===== src/hdl/iuc_pkg.sv =====
// ----------------------------------------------------------------------------
// iuc_pkg
// Shared types and codes for the interval union coverage block.
// ----------------------------------------------------------------------------
`default_nettype none

package iuc_pkg;

    localparam int VAL_W   = 63;
    localparam int COUNT_W = 64;

    // one stored range
    typedef struct packed {
        logic [VAL_W-1:0] hi;
        logic [VAL_W-1:0] lo;
    } range_t;

    // result status codes
    typedef enum logic [1:0] {
        ST_OK       = 2'd0,
        ST_REVERSED = 2'd1,
        ST_FULL     = 2'd2
    } status_t;

    // sequencer states
    typedef enum logic [1:0] {
        S_IDLE,
        S_WALK,
        S_APPEND,
        S_FINISH
    } state_t;

    // verdict of the merge unit on one stored range
    typedef struct packed {
        logic               drop;
        logic               covered;
        logic [VAL_W-1:0]   lo;
        logic [VAL_W-1:0]   hi;
        logic [COUNT_W-1:0] span;
    } merge_t;

endpackage

`default_nettype wire


===== src/hdl/iuc_merge.sv =====
// ----------------------------------------------------------------------------
// iuc_merge
// Compares the range being inserted with one stored range and decides.
// ----------------------------------------------------------------------------
`default_nettype none

module iuc_merge (
    input  wire logic [iuc_pkg::VAL_W-1:0] lo,
    input  wire logic [iuc_pkg::VAL_W-1:0] hi,
    input  wire logic                      covered,
    input  iuc_pkg::range_t                stored,
    output iuc_pkg::merge_t                verdict
);

    logic [iuc_pkg::VAL_W-1:0] a;
    logic [iuc_pkg::VAL_W-1:0] b;

    assign a = stored.lo;
    assign b = stored.hi;

    always_comb
    begin
        verdict.drop    = 1'b0;
        verdict.covered = covered;
        verdict.lo      = lo;
        verdict.hi      = hi;
        verdict.span    = {1'b0, b} - {1'b0, a} + 64'd1;
        if (!covered)
        begin
            if (a >= lo && b <= hi)
            begin
                // stored range swallowed
                verdict.drop = 1'b1;
            end
            else if (lo >= a && hi <= b)
            begin
                // new range already covered
                verdict.covered = 1'b1;
            end
            else if (lo <= b && hi > b)
            begin
                verdict.lo   = a;
                verdict.drop = 1'b1;
            end
            else if (hi >= a && lo < a)
            begin
                verdict.hi   = b;
                verdict.drop = 1'b1;
            end
        end
    end

endmodule

`default_nettype wire


===== config.mk =====
export PLATFORM = sky130hd
export DESIGN_NAME = iuc_merge
export DESIGN_NICKNAME = d
export VERILOG_FILES = /design/src/hdl/iuc_pkg.sv /design/src/hdl/iuc_merge.sv
export SDC_FILE = /design/constraint.sdc
export NUM_CORES = 1
export LEC_CHECK = 0
export BUFFER_PORTS_ARGS = -buffer_cell sky130_fd_sc_hd__buf_2
export CAP_MARGIN = 20
export CORE_AREA = 2 2 171 173
export DETAILED_ROUTE_END_ITERATION = 10
export DIE_AREA = 0 0 173 175
export GPL_TIMING_DRIVEN = 0
export PLACE_DENSITY = 0.81
export SLEW_MARGIN = 20
export SYNTH_ARGS = -nofsm -noshare
export SYNTH_HDL_FRONTEND = slang
export SYNTH_SLANG_ARGS = --single-unit

===== constraint.sdc =====
create_clock -name vclk -period 6.5
set_clock_uncertainty 0.1 [all_clocks]
set_input_delay 1.625 -clock vclk [all_inputs]
set_output_delay 1.625 -clock vclk [all_outputs]
set_load 0.1 [all_outputs]

======== Yosys cells after proc, flatten, opt, wreduce, memory -nomap -nowiden ========
Index checks and enable logic that the tools add are counted.
storage, ports and cells
  flip-flop bits (word level) ............. 0
  bits in latches ......................... 0
  RAM bits ................................ 0
  bits in read-only memories .............. 0
  output and inout port bits .............. 192
  logic and storage cells ................. 25
  memories kept ........................... 0
cells by class
  add/sub/neg operators ................... 2
  multipliers ............................. 0
  divide/modulo/power cells ............... 0
  $lt $le $gt $ge ......................... 8
  eq/ne operators ......................... 0
  shifts and indexed selects .............. 0
  mux-type cells .......................... 11
  bitwise operators ....................... 0
  reduce and logical (&&, ||, !) cells .... 4
operator list
  cell                   count
  $ge 63x63->1           3
  $le 63x63->1           3
  $mux 63                3
  $mux 128               1
  $mux 127               1
  $mux 126               1
  $add 64x1->64 const B  1
  $sub 63x63->64         1
  $gt 63x63->1           1
  $lt 63x63->1           1
  $mux 1                 5
  $logic_and 1x1->1      4

======== Depth between registers and ports, before layout ========
Gate-level depths: netlist of run 1.
  depth after elaboration ................. 7
  depth in mapped cells ................... 16
  mapped depth without buffers ............ 16

======== Least setup slack after synthesis of run 1 ========
OpenSTA, ideal clock, no wires.
  path kind ............................... input -> output
  start point ............................. in stored[19] in the netlist's numbering
  end point ............................... out verdict[58] in the netlist's numbering
  arrival ................................. 6189 ps
  data required time ...................... 4775 ps
  path slack .............................. -1414 ps
  cell stages on the path ................. 14
  buffers on the path ..................... 1
  path through ............................ inv_1 -> ha_1 -> ha_1 -> clkbuf_1 -> nand4_1 -> or3_1 -> nand2b_1 -> and3_1 -> a21oi_1 -> o21ai_0 -> o21ai_1 -> a211o_1 -> a211oi_1 -> nor3_1
RTL lines
  what                line             RTL
  start: declaration  iuc_merge.sv:11  input iuc_pkg::range_t stored,
  end: declaration    iuc_merge.sv:12  output iuc_pkg::merge_t verdict

==> impl_metrics.py, run 1 <==
metrics = {
    "drt": {
        "drc": 0,
        "dr.pass1.iters": 6,
        "drt_first_iter_violations": 1077,
        "routed_wl_um": 62790,
        "viasPerCell": 6.337,
        "ant_nets": 0,
        "avgRoutedWirePerCell_um": 25.98,
        "num_vias": 15317,
    },
    "synthesis": {
        "synth_cell_type_count": 65,
        "yosysWarnings": 0,
        "yosys-top-cells-area": "ha_1 39%, mux2_2 12%, a21o_1 8.7%",
        "yosys.area.top_type_share_pct": 39.44,
        "yosysMostFrequentCell": "ha_1",
        "netlist_area_um2": 11960,
        "synth_area_per_cell_um2": 7.957,
        "yosysTopAreaCell": "ha_1",
        "syn_inst": 1503,
        "ys_top_cells_by_count": "377 x ha_1, 153 x inv_1, 139 x a21o_1",
        "yosysSeqAreaShare_pct": 0,
        "syn_nets": 2134,
    },
    "sta": {
        "slew_viol_final": 0,
        "tightest_slew_ps": 877.7,
        "fin_crit_ps": 6972,
        "slew_headroom_pct": 40.95,
        "fmax_mhz": 143.4,
        "setup_viol": 141,
        "layout_setup_ws_ps": -471.7,
        "rsz0062_at_grt": "true",
        "timing.final.crit_share_pct": 107.3,
        "hold_viol_final": 0,
    },
    "finish": {
        "fillers": 1830,
        "utilization_pct": 73.67,
        "n_sequential_cell": 0,
        "layout-drive-gt1-share_pct": 47.85,
        "final_net_count": 2660,
        "clkbuf_count": 0,
        "area_delta_synth_final_pct": 74.90,
        "stdcell_area_um2": 20920,
        "ff_latch_area_um2": 0,
    },
    "global_routing": {
        "grt.overflow.total": 0,
        "grt_max_degree": 11,
        "grt_pass1_wl_um": 88020,
        "grt_pass1_vias": 15699,
        "antenna_found_initial": 7,
        "track_usage_pct": 36.67,
    },
    "outcome": {
        "violations": "negative setup slack",
        "outcome": "complete, but fails checks",
    },
    "place": {
        "place_area_um2": 15410,
        "numPortBuffers": 445,
        "dp_hpwl_um": 43950,
        "place_congestion": 1.024,
    },
    "run": {
        "drv_cap": 0,
    },
    "pwr": {
        "power_density_nw_per_um2": 171.2,
        "ir_drop_mv": 0.2043,
        "power_mw": 3.581,
        "power_leakage_nw": 10.83,
    },
    "worst_hold_path": {
        "hold_path.class": "input port to primary output",
    },
    "cts": {
        "cts_hold_buf": 0,
    },
    "floorplan": {
        "die_h_um": 175,
        "io_pins": 445,
        "core_area_um2": 28390,
        "std_cell_rows": 62,
        "start_util_pct": 42.12,
        "die_x_um": 173,
        "die_area_um2": 30280,
    },
    "worst_setup_path": {
        "cp_cell_sequence": "buf_2 > ha_4 > nand4_1 > or4_4 > or3_4 > or3_4 > nor3_4 > a211oi_2 > buf_4 > nand2b_4 > nor3_4 > buf_6 > clkbuf_16 > mux2_4 > buf_12",
        "critical_path.max_fanout": 5,
        "path_class": "input port to primary output",
        "cp-startpoint": "lo[52]",
        "critPathRequiredTime_ps": 4780,
        "crit_path_max_incr_delay_ps": 570,
        "cp_data_arrival_time_ps": 5250,
        "critPathLaunchType": "input port",
        "end_kind": "primary output",
        "crit_end": "verdict[177]",
        "cp_slowest_cell": "or4_4",
    },
}
-- logic make-up after synthesis --
group           count (synthesis)  synth area share (%)
fa+ha+maj                     378                 39.61
buf+inv                       192                 6.476
compound gates                445                 24.17
xor+xnor                       57                 4.175
simple gates                  303                 13.54
mux                           128                 12.03
-- worst min-delay path by stage --
stage,cells past startpoint,endpoint,startpoint,slack [ps]
2_1_floorplan,1,verdict[191],covered,3450
3_3_place_gp,4,verdict[127],lo[0],3750
3_5_place_dp,3,verdict[191],covered,3750
4_1_cts,3,verdict[65],stored[64],3550
5_1_grt,3,verdict[174],stored[47],3560
6_report,3,verdict[178],stored[51],3550
-- through the flow --
stage	cells	hold slack [ps]	setup slack [ps]	setup TNS, ps
5_1_grt	2412	3556	-545.6	-57860
2_1_floorplan	1503	3450	-197.0	-1537
4_1_cts	2395	3550	-303.2	-28620
6_report	2417	3546	-471.7	-47260
3_5_place_dp	2332	3750	-1586	-176940
3_3_place_gp	2332	3755	-1613	-173760
-- cell usage in the layout (no fill, tap or decap), drive strengths merged, types with 10 or more instances in the layout --
cell and count:
nand4 75, nand3 23, a21oi 138, xnor2 31, buf 540, ha 377
nor4 10, inv 152, o211ai 12, nand2 51, nor2 69, clkbuf 23
o21a 12, a21o 144, o21bai 13, o21ai 65, nor3 12, mux2 126
xor2 26, nor2b 14
-- worst max-delay path: cells and delay by family --
kind	cells	cell delay [ps]
and+or+nand+nor	7	1970
adders and majority gates	1	290
muxes	1	330
AOI/OAI and AO/OA	1	120
buffers and inverters	5	880
-- power breakdown --
group	internal (mW)	switching, mW	total [mW]
combinational	1.21	2.37	3.58
sequential	0	0	0
clock	0.000000106	0	0.000000106
-- repair_timing --
| action | in CTS | in global routing |
|---|---|---|
| resized for setup | 893 | 224 |
| hold endpoints to repair | 0 | 0 |
| setup buffers | 66 | 25 |
| pin swaps | 60 | 53 |
| endpoints found under the setup margin | 165 | 159 |
| gates cloned | 7 | 4 |
-- layout make-up --
cell class / instances / area (um2) / area share, %
diodes: 6 / 15.01 / 0.07178
plain buffers: 21 / 245.2 / 1.172
inverters: 153 / 653.1 / 3.123
multi-input cells: 1311 / 13900 / 66.46
well taps: 384 / 480.5 / 2.297
repair buffers: 542 / 5622 / 26.88
-- routing by layer --
| metal | routed length [um] | GRT usage [%] | vias up |
|---|---|---|---|
| li1 | - | - | 6710 |
| met1 | 21590 | 38.67 | 7138 |
| met2 | 30410 | 67.25 | 1077 |
| met3 | 5480 | 6.440 | 390 |
| met4 | 5295 | 23.62 | 2 |
| met5 | 10 | 0 | - |
(Power assumes the default switching activity.)
==> run 2, diff against run 1 <==
GPL_ROUTABILITY_DRIVEN = 0   (was default)
PLACE_DENSITY = 0.78   (was 0.81)
clock period = 8.4 ns   (was 6.5 ns; I/O delays follow)
==> impl_metrics.py, run 2 (synthesis results as in run 1) <==
metrics = {
    "global_routing": {
        "grt.overflow.total": 0,
        "track_usage_pct": 29.40,
        "antenna_found_initial": 4,
        "grt_pass1_wl_um": 71280,
        "grt_max_degree": 11,
        "grt_pass1_vias": 13391,
    },
    "drt": {
        "num_vias": 13764,
        "dr.pass1.iters": 7,
        "avgRoutedWirePerCell_um": 20.38,
        "ant_nets": 0,
        "drc": 0,
        "drt_first_iter_violations": 786,
        "routed_wl_um": 47620,
        "viasPerCell": 5.892,
    },
    "finish": {
        "area_delta_synth_final_pct": 24.81,
        "fin_cells": 2336,
        "clkbuf_count": 0,
        "fillers": 2702,
        "ff_latch_area_um2": 0,
        "utilization_pct": 52.57,
        "layout-drive-gt1-share_pct": 31.81,
        "most-common-layout-cells": "389 x buf_2, 377 x ha_1, 153 x inv_1",
        "layout_commonest_cell": "buf_2",
        "multi_input_area_um2": 11260,
        "final_net_count": 2582,
        "stdcell_area_um2": 14930,
        "n_sequential_cell": 0,
    },
    "floorplan": {
        "core_area_um2": 28390,
        "start_util_pct": 42.12,
        "io_pins": 445,
        "die_area_um2": 30280,
        "std_cell_rows": 62,
        "die_h_um": 175,
        "die_x_um": 173,
    },
    "sta": {
        "slew_headroom_pct": 30.28,
        "fmax_mhz": 120.7,
        "timing.final.crit_share_pct": 98.60,
        "slew_viol_final": 0,
        "worst_hold_slack_ps": 4652,
        "setup_viol": 0,
        "tightest_slew_ps": 1036,
        "fin_crit_ps": 8282,
        "hold_viol_final": 0,
    },
    "worst_setup_path": {
        "end_kind": "primary output",
        "critPathRequiredTime_ps": 6200,
        "cp-startpoint": "stored[17]",
        "path_class": "input port to primary output",
        "critical_path.max_fanout": 7,
        "critPathLaunchType": "input port",
        "cp_data_arrival_time_ps": 6080,
    },
    "place": {
        "dp.cells": 2332,
        "numPortBuffers": 445,
        "dp_hpwl_um": 42430,
        "place_area_um2": 14680,
    },
    "worst_hold_path": {
        "min_from": "stored[75]",
        "hold_path.class": "input port to primary output",
        "whs_path_depth": 3,
    },
    "pwr": {
        "power_mw": 2.094,
        "power_leakage_nw": 8.561,
        "power_density_nw_per_um2": 140.3,
        "ir_drop_mv": 0.1449,
    },
    "cts": {
        "cts_hold_buf": 0,
    },
    "outcome": {
        "outcome": "finished clean",
    },
    "run": {
        "drv_cap": 0,
    },
}
[run 2: cell types whose count changed in the layout (fill, tap and decap cells not counted), moves of 23 or more]
| cell | change |
|---|---|
| a21oi_1 | +24 |
| buf_6 | -24 |
| mux2_4 | -125 |
| mux2_2 | +125 |
| buf_2 | +132 |
| ha_4 | -70 |
| ha_1 | +73 |
| buf_12 | -156 |
| buf_4 | -72 |
| clkbuf_4 | +50 |
| inv_1 | +48 |
| inv_2 | -25 |
| xnor2_1 | +23 |
[run 2: worst paths after layout]
check          end  slack, ps
max    verdict[62]        120
min    verdict[76]       4650
[run 2: area by class of cell]
class | instances | share of cell area [%]
repair buffers | 448 | 16.10
plain buffers | 37 | 1.341
well taps | 384 | 3.219
diodes | 3 | 0.05030
inverters | 153 | 3.848
multi-input cells | 1311 | 75.44
[run 2: critical path, cell delays in order]
cell	delay, ps
buf_2	110
inv_1	100
ha_1	310
ha_1	280
clkbuf_1	260
nand4_1	200
or3_1	440
nand2b_1	210
and3_1	210
a21oi_2	240
o21ai_1	190
o21ai_2	280
a41oi_2	240
o41ai_2	390
xor2_2	190
buf_4	310
[run 2: where the power goes]
| part | switching, mW | leakage [nW] | internal (mW) | total [mW] |
|---|---|---|---|---|
| logic | 1.60 | 8.56 | 0.494 | 2.09 |
| registers | 0 | 0 | 0 | 0 |
| clock network | 0 | 0.0000190 | 0.0000000479 | 0.0000000479 |
| total | 1.60 | 8.56 | 0.494 | 2.09 |
[run 2: what timing repair did]
item | in CTS | in global routing
pin swaps | 1 | 2
endpoints found under the setup margin | 72 | 134
resized for setup | 15 | 66
buffers inserted | 0 | 3
[run 2: through the flow]
stage          setup slack (ps)  setup TNS [ps]
2_1_floorplan             13.57               0
3_3_place_gp             -493.3          -21990
3_5_place_dp             -532.3          -20880
4_1_cts                   21.91               0
5_1_grt                  -42.17          -132.7
6_report                  117.7               0
[run 2: per-layer routing]
layer  track usage (%)  routed length [um]
met1             35.50               19530
met2             54.05               23120
met3             2.589                2911
met4             10.73                2048
met5                 0                  13
